`src/rtl/core/pbri_pkg.sv`:
```
// Shared types and constants of the PCG32 bounded random integer unit.
`timescale 1ns / 1ps

package pbri_pkg;

  // LCG multiplier and register reset values
  localparam logic [63:0] LCG_MULT   = 64'd6364136223846793005;
  localparam logic [63:0] SEED_RESET = 64'h853c49e6748fea9b;
  localparam logic [63:0] INC_RESET  = 64'hda3e39cb94b95bdb;

  // Configuration register indexes
  localparam logic REG_SEED      = 1'b0;
  localparam logic REG_INCREMENT = 1'b1;

  // Request actions
  localparam logic ACT_INTEGER = 1'b0;
  localparam logic ACT_BOOLEAN = 1'b1;

  // Sequencer states
  typedef enum logic [3:0] {
    ST_IDLE,
    ST_SETUP,
    ST_LIMIT,
    ST_MUL0,
    ST_MUL1,
    ST_MUL2,
    ST_MUL3,
    ST_REDUCE,
    ST_FINISH
  } pbri_state_t;

  // How the result of the current request is formed
  typedef enum logic [1:0] {
    KIND_BOOL,
    KIND_EQUAL,
    KIND_FULL,
    KIND_BOUNDED
  } pbri_kind_t;

endpackage

```
`src/rtl/core/pbri_if.sv`:
```
// Handshake channel interfaces: request, result and configuration write.
`timescale 1ns / 1ps

interface pbri_req_if;
  logic               valid;
  logic               ready;
  logic               action;
  logic signed [31:0] range_low;
  logic signed [31:0] range_high;

  modport source (output valid, action, range_low, range_high, input ready);
  modport sink   (input valid, action, range_low, range_high, output ready);
endinterface

interface pbri_rsp_if;
  logic               valid;
  logic               ready;
  logic signed [31:0] random_value;

  modport source (output valid, random_value, input ready);
  modport sink   (input valid, random_value, output ready);
endinterface

interface pbri_cfg_if;
  logic        valid;
  logic        ready;
  logic        index;
  logic [63:0] data;

  modport source (output valid, index, data, input ready);
  modport sink   (input valid, index, data, output ready);
endinterface

```
`src/rtl/core/pcg32_bounded_random_int_unit.sv`:
```
// PCG32 (XSH-RR) generator with bounded integer and boolean draws.
`timescale 1ns / 1ps
//
// Channel  Dir  Fields                                Handshake
// req      in   action, range_low, range_high         valid/ready
// rsp      out  random_value                          valid/ready
// cfg      in   index (0 seed, 1 increment), data     valid/ready, ready always high
//
// Equal bounds skip the draw, the full span and boolean draws skip both
// remainders, and a rejected bounded draw is drawn again. Each draw runs on one
// 32x32 multiplier (three partial products and the increment add); each of the
// two remainders is formed by one-bit restoring divide steps.
// rst (synchronous) loads the reset seed and increment and empties the result
// register. A new request is taken only in idle; a waiting result holds the
// sequencer in its final state until the result register is free.

module pcg32_bounded_random_int_unit (
  input  logic       clk,
  input  logic       rst,
  pbri_req_if.sink   req,
  pbri_rsp_if.source rsp,
  pbri_cfg_if.sink   cfg
);

  import pbri_pkg::*;

  pbri_state_t state, state_next;
  pbri_kind_t  kind;

  logic [63:0] gen;
  logic [63:0] inc;
  logic [31:0] val_a, val_b;
  logic        act;
  logic [31:0] lo;
  logic [31:0] span;
  logic [31:0] limit;
  logic [31:0] draw;
  logic [63:0] prod;
  logic [63:0] acc;
  logic [31:0] rem;
  logic [31:0] quo;
  logic [4:0]  cnt;
  logic        out_valid;
  logic [31:0] out_value;

  // control decoded from state
  logic div_run, div_last, out_load, reject;

  // bound ordering
  logic        swap;
  logic [31:0] lo_s, hi_s, diff;

  // shared datapath units
  logic [31:0] mul_a, mul_b;
  logic [63:0] mul_p;
  logic [32:0] shifted, trial;
  logic [31:0] rem_step;
  logic [31:0] xsh, perm;
  logic [63:0] rot2;
  logic [31:0] result;

  // order the bounds
  always_comb begin
    swap = $signed(val_a) > $signed(val_b);
    lo_s = swap ? val_b : val_a;
    hi_s = swap ? val_a : val_b;
    diff = hi_s - lo_s;
  end

  // shared 32x32 multiplier, operands picked by step
  assign mul_a = (state == ST_MUL2) ? gen[63:32] : gen[31:0];
  assign mul_b = (state == ST_MUL1) ? LCG_MULT[63:32] : LCG_MULT[31:0];
  assign mul_p = mul_a * mul_b;

  // one restoring divide step
  always_comb begin
    shifted  = {rem, quo[31]};
    trial    = shifted - {1'b0, span};
    rem_step = trial[32] ? shifted[31:0] : trial[31:0];
  end

  // XSH-RR output permutation of the current state
  always_comb begin
    xsh  = gen[58:27] ^ {13'b0, gen[63:45]};
    rot2 = {xsh, xsh} >> gen[63:59];
    perm = rot2[31:0];
  end

  // result formation
  always_comb begin
    unique case (kind)
      KIND_BOOL:    result = {31'b0, draw[0]};
      KIND_EQUAL:   result = lo;
      KIND_FULL:    result = lo + draw;
      KIND_BOUNDED: result = lo + rem;
      default:      result = lo;
    endcase
  end

  // sequencer outputs
  always_comb begin
    req.ready = (state == ST_IDLE);
    cfg.ready = 1'b1;
    div_run   = (state == ST_LIMIT) || (state == ST_REDUCE);
    div_last  = div_run && (cnt == 5'd31);
    out_load  = (state == ST_FINISH) && (!out_valid || rsp.ready);
    reject    = draw < limit;
  end

  // sequencer next state
  always_comb begin
    state_next = state;
    unique case (state)
      ST_IDLE: begin
        if (req.valid) begin
          state_next = (req.action == ACT_BOOLEAN) ? ST_MUL0 : ST_SETUP;
        end
      end
      ST_SETUP: begin
        if (diff == 32'd0) begin
          state_next = ST_FINISH;
        end else if (diff == 32'hFFFF_FFFF) begin
          state_next = ST_MUL0;
        end else begin
          state_next = ST_LIMIT;
        end
      end
      ST_LIMIT: begin
        if (div_last) state_next = ST_MUL0;
      end
      ST_MUL0: state_next = ST_MUL1;
      ST_MUL1: state_next = ST_MUL2;
      ST_MUL2: state_next = ST_MUL3;
      ST_MUL3: begin
        if (kind != KIND_BOUNDED) begin
          state_next = ST_FINISH;
        end else if (reject) begin
          state_next = ST_MUL0;
        end else begin
          state_next = ST_REDUCE;
        end
      end
      ST_REDUCE: begin
        if (div_last) state_next = ST_FINISH;
      end
      ST_FINISH: begin
        if (out_load) state_next = ST_IDLE;
      end
      default: state_next = ST_IDLE;
    endcase
  end

  // control state, generator state and configuration
  always_ff @(posedge clk) begin
    if (rst) begin
      state     <= ST_IDLE;
      gen       <= SEED_RESET;
      inc       <= {INC_RESET[63:1], 1'b1};
      out_valid <= 1'b0;
    end else begin
      state <= state_next;
      if (state == ST_MUL3) begin
        gen <= acc + {prod[31:0], 32'b0};
      end
      if (cfg.valid) begin
        unique case (cfg.index)
          REG_SEED:      gen <= cfg.data;
          REG_INCREMENT: inc <= {cfg.data[63:1], 1'b1};
          default:       ;
        endcase
      end
      if (out_load) begin
        out_valid <= 1'b1;
      end else if (rsp.ready) begin
        out_valid <= 1'b0;
      end
    end
  end

  // datapath registers
  always_ff @(posedge clk) begin
    case (state)
      ST_IDLE: begin
        if (req.valid) begin
          act   <= req.action;
          val_a <= req.range_low;
          val_b <= req.range_high;
          kind  <= (req.action == ACT_BOOLEAN) ? KIND_BOOL : KIND_BOUNDED;
        end
      end
      ST_SETUP: begin
        lo   <= lo_s;
        span <= diff + 32'd1;
        quo  <= ~diff;          // dividend 2^32 - span
        rem  <= 32'd0;
        cnt  <= 5'd0;
        if (diff == 32'd0) begin
          kind <= KIND_EQUAL;
        end else if (diff == 32'hFFFF_FFFF) begin
          kind <= KIND_FULL;
        end else begin
          kind <= KIND_BOUNDED;
        end
      end
      ST_LIMIT, ST_REDUCE: begin
        rem <= rem_step;
        quo <= {quo[30:0], 1'b0};
        cnt <= cnt + 5'd1;
        if (state == ST_LIMIT && div_last) limit <= rem_step;
      end
      ST_MUL0: begin
        prod <= mul_p;
        draw <= perm;
      end
      ST_MUL1: begin
        acc  <= prod + inc;
        prod <= mul_p;
      end
      ST_MUL2: begin
        acc  <= acc + {prod[31:0], 32'b0};
        prod <= mul_p;
      end
      ST_MUL3: begin
        quo <= draw;
        rem <= 32'd0;
        cnt <= 5'd0;
      end
      ST_FINISH: begin
        if (out_load) out_value <= (act == ACT_BOOLEAN) ? {31'b0, draw[0]} : result;
      end
      default: ;
    endcase
  end

  assign rsp.valid        = out_valid;
  assign rsp.random_value = out_value;

endmodule

```
`src/flat_wrapper.sv`:
```
// flat-port wrapper written by rule: the top's interface ports become plain ports
module pcg32_bounded_random_int_unit_flat import pbri_pkg::*;
  (clk, rst, req_valid, req_action, req_range_low, req_range_high, req_ready, rsp_valid, rsp_random_value, rsp_ready, cfg_valid, cfg_index, cfg_data, cfg_ready);
  pbri_req_if req_i ();
  pbri_rsp_if rsp_i ();
  pbri_cfg_if cfg_i ();
  input  logic clk;
  input  logic rst;
  input wire logic [$bits(req_i.valid)-1:0] req_valid;
  input wire logic [$bits(req_i.action)-1:0] req_action;
  input wire logic [$bits(req_i.range_low)-1:0] req_range_low;
  input wire logic [$bits(req_i.range_high)-1:0] req_range_high;
  output wire logic [$bits(req_i.ready)-1:0] req_ready;
  output wire logic [$bits(rsp_i.valid)-1:0] rsp_valid;
  output wire logic [$bits(rsp_i.random_value)-1:0] rsp_random_value;
  input wire logic [$bits(rsp_i.ready)-1:0] rsp_ready;
  input wire logic [$bits(cfg_i.valid)-1:0] cfg_valid;
  input wire logic [$bits(cfg_i.index)-1:0] cfg_index;
  input wire logic [$bits(cfg_i.data)-1:0] cfg_data;
  output wire logic [$bits(cfg_i.ready)-1:0] cfg_ready;
  assign req_i.valid = req_valid;
  assign req_i.action = req_action;
  assign req_i.range_low = req_range_low;
  assign req_i.range_high = req_range_high;
  assign req_ready = req_i.ready;
  assign rsp_valid = rsp_i.valid;
  assign rsp_random_value = rsp_i.random_value;
  assign rsp_i.ready = rsp_ready;
  assign cfg_i.valid = cfg_valid;
  assign cfg_i.index = cfg_index;
  assign cfg_i.data = cfg_data;
  assign cfg_ready = cfg_i.ready;
  pcg32_bounded_random_int_unit u_core (.clk(clk), .rst(rst), .req(req_i), .rsp(rsp_i), .cfg(cfg_i));
endmodule
```
`config.mk`:
```
export PLATFORM = sky130hd
export DESIGN_NAME = pcg32_bounded_random_int_unit_flat
export DESIGN_NICKNAME = d
export VERILOG_FILES = /design/src/rtl/core/pbri_pkg.sv /design/src/rtl/core/pbri_if.sv /design/src/rtl/core/pcg32_bounded_random_int_unit.sv /design/src/flat_wrapper.sv
export SDC_FILE = /design/constraint.sdc
export NUM_CORES = 2
export LEC_CHECK = 0
export BUFFER_PORTS_ARGS = -buffer_cell sky130_fd_sc_hd__buf_4
export CORE_MARGIN = 5
export CORE_UTILIZATION = 55
export CTS_CLUSTER_SIZE = 20
export DETAILED_ROUTE_END_ITERATION = 7
export PLACE_DENSITY = 0.8
export SETUP_SLACK_MARGIN = 0.15
export SLEW_MARGIN = 0
export SYNTH_ARGS = -nofsm -noshare
export SYNTH_HDL_FRONTEND = slang
export SYNTH_SLANG_ARGS = --single-unit
```
`constraint.sdc`:
```
create_clock -name clk -period 13.6 [get_ports clk]
set_clock_uncertainty 0.05 [all_clocks]
set_input_delay 0.68 -clock clk [delete_from_list [all_inputs] [get_ports clk]]
set_output_delay 0.68 -clock clk [all_outputs]
set_load 0.02 [all_outputs]
```
Word level (Yosys, flattened, before mapping):

Index checks and enable logic that the tools add are counted.

* register bits: 556
* bits of input ports: 135
* output and inout port bits: 35
* word-level logic and storage cells: 105

* $add $sub $neg: 8
* $mul: 1
* order comparisons: 2
* equality and inequality tests: 18
* shifts and indexed selects: 1
* multiplexer cells: 31
* bitwise gates (word level): 2
* reduce and logical (&&, ||, !) cells: 23

Operators by type and width (number)
* 64-bit two-way mux: 3
* 64-bit adder: 2
* 32-bit two-way mux: 4
* 32-bit case mux with 4 select lines: 1
* 64-bit case mux with 2 select lines: 1
* 32-bit case mux with 3 select lines: 1
* 32-bit adder: 2
* 32-bit by 32-bit multiplier with 64-bit output: 1
* 32-bit case mux with 2 select lines: 1
* 64-bit by 5-bit >> shifter with 32-bit output: 1
* 4-bit case mux with 9 select lines: 1
* 33-bit by 32-bit subtractor with 33-bit output: 1
* 32-bit by 1-bit adder with 32-bit output (second input constant): 1
* 32-bit == test (second input constant): 1
* 32-bit > comparator: 1
* 32-bit zero test: 1
* 32-bit < comparator: 1
* 32-bit inverter: 1
* 32-bit subtractor: 1
* 32-bit by 19-bit bitwise XOR with 32-bit output: 1
* 29-bit two-way mux: 1
* 4-bit two-way mux: 6
* 4-bit by 3-bit == test with 1-bit output (second input constant): 4
* 5-bit case mux with 2 select lines: 1
* other kinds (24): 47

Longest topological paths before layout:

* word-level depth: 7
* gate-level depth with buffers: 42

Worst setup path before layout:

Ideal clock, no wire load.

* path kind: register -> register
* from: register u_core.state[1]
* to: register u_core.prod[62] (data pin)
* arrival time: 10.856 ns
* setup slack: 2.430 ns
* cell stages (with the launch flop): 42
* clock period less this slack: 11.170 ns
* path through: dfxtp_1 > nand2b_1 > nor2_1 > and2_1 > clkbuf_1 > clkbuf_1 > nand2_1 > nand2_1 > clkinv_1 > nor3_1 > nor2_1 > ha_1 > inv_1 > fa_1 > inv_1 > fa_1 > inv_1 > fa_1 > [6 not listed] > inv_1 > fa_1 > inv_1 > ha_1 > and3_1 > a221oi_1 > o311ai_0 > o41a_1 > a21oi_1 > o311a_1 > nor3b_1 > o31a_1 > a31oi_1 > nand2b_1 > nand3_1 > a221o_1 > a221oi_1 > xnor2_1

* word-level cells in the longest chain between the ends: 3

Ends and longest elaborated chain
* start, declared: line pcg32_bounded_random_int_unit.sv:27 `pbri_state_t state, state_next;`
* start signal, assigned: line pcg32_bounded_random_int_unit.sv:161 `state <= state_next;`
* 4-bit by 3-bit == test with 1-bit output, on equally long branches: line pcg32_bounded_random_int_unit.sv:71, pcg32_bounded_random_int_unit.sv:72
* 32-bit two-way mux / 29-bit two-way mux (equally long branches): line pcg32_bounded_random_int_unit.sv:71, pcg32_bounded_random_int_unit.sv:72
* 32-bit by 32-bit multiplier with 64-bit output *: line pcg32_bounded_random_int_unit.sv:73 `assign mul_p = mul_a * mul_b;`
* via u_core.mul_p[62]: line pcg32_bounded_random_int_unit.sv:55 `logic [63:0] mul_p;`
* end signal, assigned: line pcg32_bounded_random_int_unit.sv:212 `prod <= mul_p;`
* end signal, assigned: line pcg32_bounded_random_int_unit.sv:217 `prod <= mul_p;`
* end signal, assigned: line pcg32_bounded_random_int_unit.sv:221 `prod <= mul_p;`
* end, declared: line pcg32_bounded_random_int_unit.sv:38 `logic [63:0] prod;`

Mark *: on every way through the listed nets, which the timed path passes. The rest lies on a longest branch.
A chain may end at the register's enable or synchronous reset.

Final worst setup path:

Same ends and word-level chain as after synthesis.

==> results.txt <==
- Critical path start-end classification: reg2reg
- The count of pins over their slew limit was 0.
* Total of warnings raised by yosys: 0
- Detailed placement finished with a half-perimeter wire length of 137,000 µm.
* Number of unique standard cell types used by synthesis: 106
- First DRT Iteration DRCs: 4,334
- Final net count: 7,390
- In this run the count of I/O pins placed on the die edge is 170.
- Total negative slack: 0 ns
- Flop and latch count out of synthesis: 556
- # DRC: 0
- Setup violations remaining at the end of the flow were counted as 0.
- Among all stages on the critical path, the largest delay is contributed by sky130_fd_sc_hd__dfxtp_1.
- The flow ran to the end, and the final reports show no timing, DRC or antenna violations.
- The synthesized design devotes to its leading area cell type 22.3% of total area.
- Once detail routing completed, the nets flagged for antenna violations numbered 0.
- After clock tree synthesis, the clock-pin slew on the worst setup and hold paths is 0.07 ns.
- The die is 332 µm tall.
* Number of antenna violations at the first check in global routing: 2
- Cell area after placement: 59,900 µm²
- STA classifies the critical path startpoint as a register.
- Highest Clock Rate: 86.0 MHz
* Proportion of synthesized chip area in sequential cells: 26.9%
* Final RePlAce weighted congestion: 0.986
- Yosys mapped a number of flops with a built-in enable equal to 424.
* Worst path max stage delay: 0.55 ns
* IO buf count: 168
- Growth of design area from synthesis to finish: 8.37%
* First-pass GRT wire length: 261,000 µm
* Overflow left after global routing: 0
- The cell sitting at the root of the clock tree is a sky130_fd_sc_hd__clkbuf_16.
- Data arrival, critical path: 11.98 ns
* Critical path data required time: 13.95 ns
- After clock tree synthesis, the setup repair step added 0 buffers.
- Via count of the first global-routing pass: 44,737
* Routed WL: 172,000 µm
* Worst slew pin tran: 1.14 ns
- The floorplan step defined a core boundary enclosing 103,000 µm².
* Final routed wire length divided by cell count: 22.9 µm
- The final critical path takes up 85.5% of the cycle.
* Maximum net fanout on the critical path: 34
- Share of flip-flops with an asynchronous set or reset after synthesis: 0%
- Post-CTS Hold Buffers: 0
- Die area: 110,000 µm²
* Number of sinks driven by the clock tree: 556
- For this run, the leading register cell type out of synthesis is sky130_fd_sc_hd__edfxtp_1.
- CTS built an H-tree with a depth of 2.
- Post-synth design cell area: 57,100 µm²
- The worst pin sits at a relative slew slack of 23.6%.
* HP Class: in2reg
- Floorplan die width: 332 µm
- Initial core utilization: 55.2%
- After detailed routing, the number of vias per cell comes to 5.98.
- Setup repair after global routing left no endpoint under its margin.
- Instance count of the mapped netlist: 5,958
- The tool flagged a number of max-cap violations equal to 0.
* Total via count after detailed routing: 44,896
- Cell type with the largest total area after synthesis: sky130_fd_sc_hd__edfxtp_1
- The filler cells instantiated in the layout total 8,600.
- Hold slack: 0.165 ns
- Inserted Clock Buffers: 55
- Mean area per synthesized cell: 9.58 µm²
- Clock Tree Buf Depth: 3
- Post-route cell area: 61,900 µm²
- Fraction of final layout cells with drive strength greater than 1: 7.95%
* Combined global-route utilization of all metal layers: 30.3%
* Number of hold-slack violations in the final timing report: 0
* Crit path capture type: register
- Number of buffers and inverters on the critical path: 10
- In the synthesized netlist, the cells that appear most often are 912 x sky130_fd_sc_hd__inv_1, 641 x sky130_fd_sc_hd__ha_1, 593 x sky130_fd_sc_hd__nand2_1.
- Most used standard cell by instance count after synthesis: sky130_fd_sc_hd__inv_1
- Length of the first detailed-routing pass in iterations: 7
- Top cell by count, worst path: sky130_fd_sc_hd__inv_1
* Top delay family on crit path: adder cells
- Pin count of the biggest net entering global routing: 83
- End-of-flow core utilization: 59.9%
- Clock latency on the worst-skew pair, taken at its later pin, is 0.67 ns.
- Dominant cells by area after synthesis: sky130_fd_sc_hd__edfxtp_1 22%, sky130_fd_sc_hd__fa_1 19%, sky130_fd_sc_hd__ha_1 14%
* Post-layout minimum cycle time: 11.63 ns
- Post-CTS repair changed the size of 0 cells.
- TritonCTS clock tree: built
- Row cnt: 118
[metal layers]
layer  routed length, µm  share of wire, %  track usage (%)
met5                  13            0.0076                0
met2               81500                47             50.8
met3               13500               7.8             4.62
met4               11700               6.8             16.3
met1               65100                38             38.0
[area by class of cell]
class / count / area [µm²] / share of cell area (%)
Sequential cell: 556 / 15400 / 24.8
Multi-Input combinational cell: 4315 / 37700 / 60.9
Clock inverter: 44 / 539 / 0.872
Clock buffer: 60 / 1420 / 2.29
Tap cell: 1380 / 1730 / 2.79
Antenna cell: 2 / 5.00 / 0.00809
Inverter: 926 / 3480 / 5.62
Timing Repair Buffer: 221 / 1660 / 2.68
[cell usage in the layout, fill, tap and decap left out, types with 105 or more instances in the layout]
cell / n
sky130_fd_sc_hd__a21o_1: 105
sky130_fd_sc_hd__nand2_1: 591
sky130_fd_sc_hd__edfxtp_1: 424
sky130_fd_sc_hd__inv_1: 911
sky130_fd_sc_hd__nor2_1: 417
sky130_fd_sc_hd__a21oi_1: 272
sky130_fd_sc_hd__ha_1: 641
sky130_fd_sc_hd__dfxtp_1: 132
sky130_fd_sc_hd__fa_1: 539
sky130_fd_sc_hd__buf_4: 221
sky130_fd_sc_hd__xnor2_1: 176
sky130_fd_sc_hd__o21ai_0: 291
[path summary, 6_finish.rpt]
| kind | cells after the start | slack (ns) | end | startpoint |
|---|---|---|---|---|
| worst max-delay path | 40 | 1.97 | u_core.prod[62] | u_core.state[1] |
| worst min-delay path | 1 | 0.17 | u_core.val_b[9] | req_range_high[9] |
| worst min register to register | 2 | 0.41 | u_core.inc[46] | u_core.inc[46] |
| worst max register to register | 40 | 1.97 | u_core.prod[62] | u_core.state[1] |
[worst reg2reg max path, delay by kind of cell (launching register included)]
| kind | cells | cell delay, ns |
|---|---|---|
| AOI/OAI and AO/OA | 9 | 3.16 |
| DFF | 1 | 0.55 |
| xor gates and xnor gates | 1 | 0.12 |
| adders and majority gates | 9 | 3.73 |
| buffers and inverters | 10 | 1.26 |
| and+or+nand+nor | 11 | 2.49 |
[state kept, by name, indices dropped and copies added (netlist names), 5 cells and up]
signal                   count
u_core.draw                 32
u_core.lo                   32
u_core.span                 32
u_core.rem                  32
u_core.val_b                32
u_core.inc                  63
u_core.cnt                   5
u_core.rsp.random_value     32
u_core.prod                 64
u_core.limit                32
u_core.acc                  64
u_core.val_a                32
u_core.quo                  32
u_core.gen                  64
[per-stage QoR]
stage | worst slack [ns] | std cells
after detailed placement | 2.13 | 7398
after global placement | 2.39 | 7398
after global routing | 1.36 | 7502
final | 1.97 | 7504
after CTS | 2.08 | 7502
after floorplan | 2.43 | 5988
[logic make-up after synthesis]
family,count (synthesis),share of synthesized area (%)
adder cells (fa/ha/maj),1180,32.9
AND/OR/NAND/NOR,1578,12.9
buffers and inverters,1117,7.41
flip-flops,556,26.9
AO/OA/AOI/OAI,1102,12.5
XOR/XNOR,270,4.14
multiplexers,153,3.12
other,2,0.0132
Power is not shown: default switching activity piles up to over one toggle a cycle in this logic, so the estimate is an artifact.
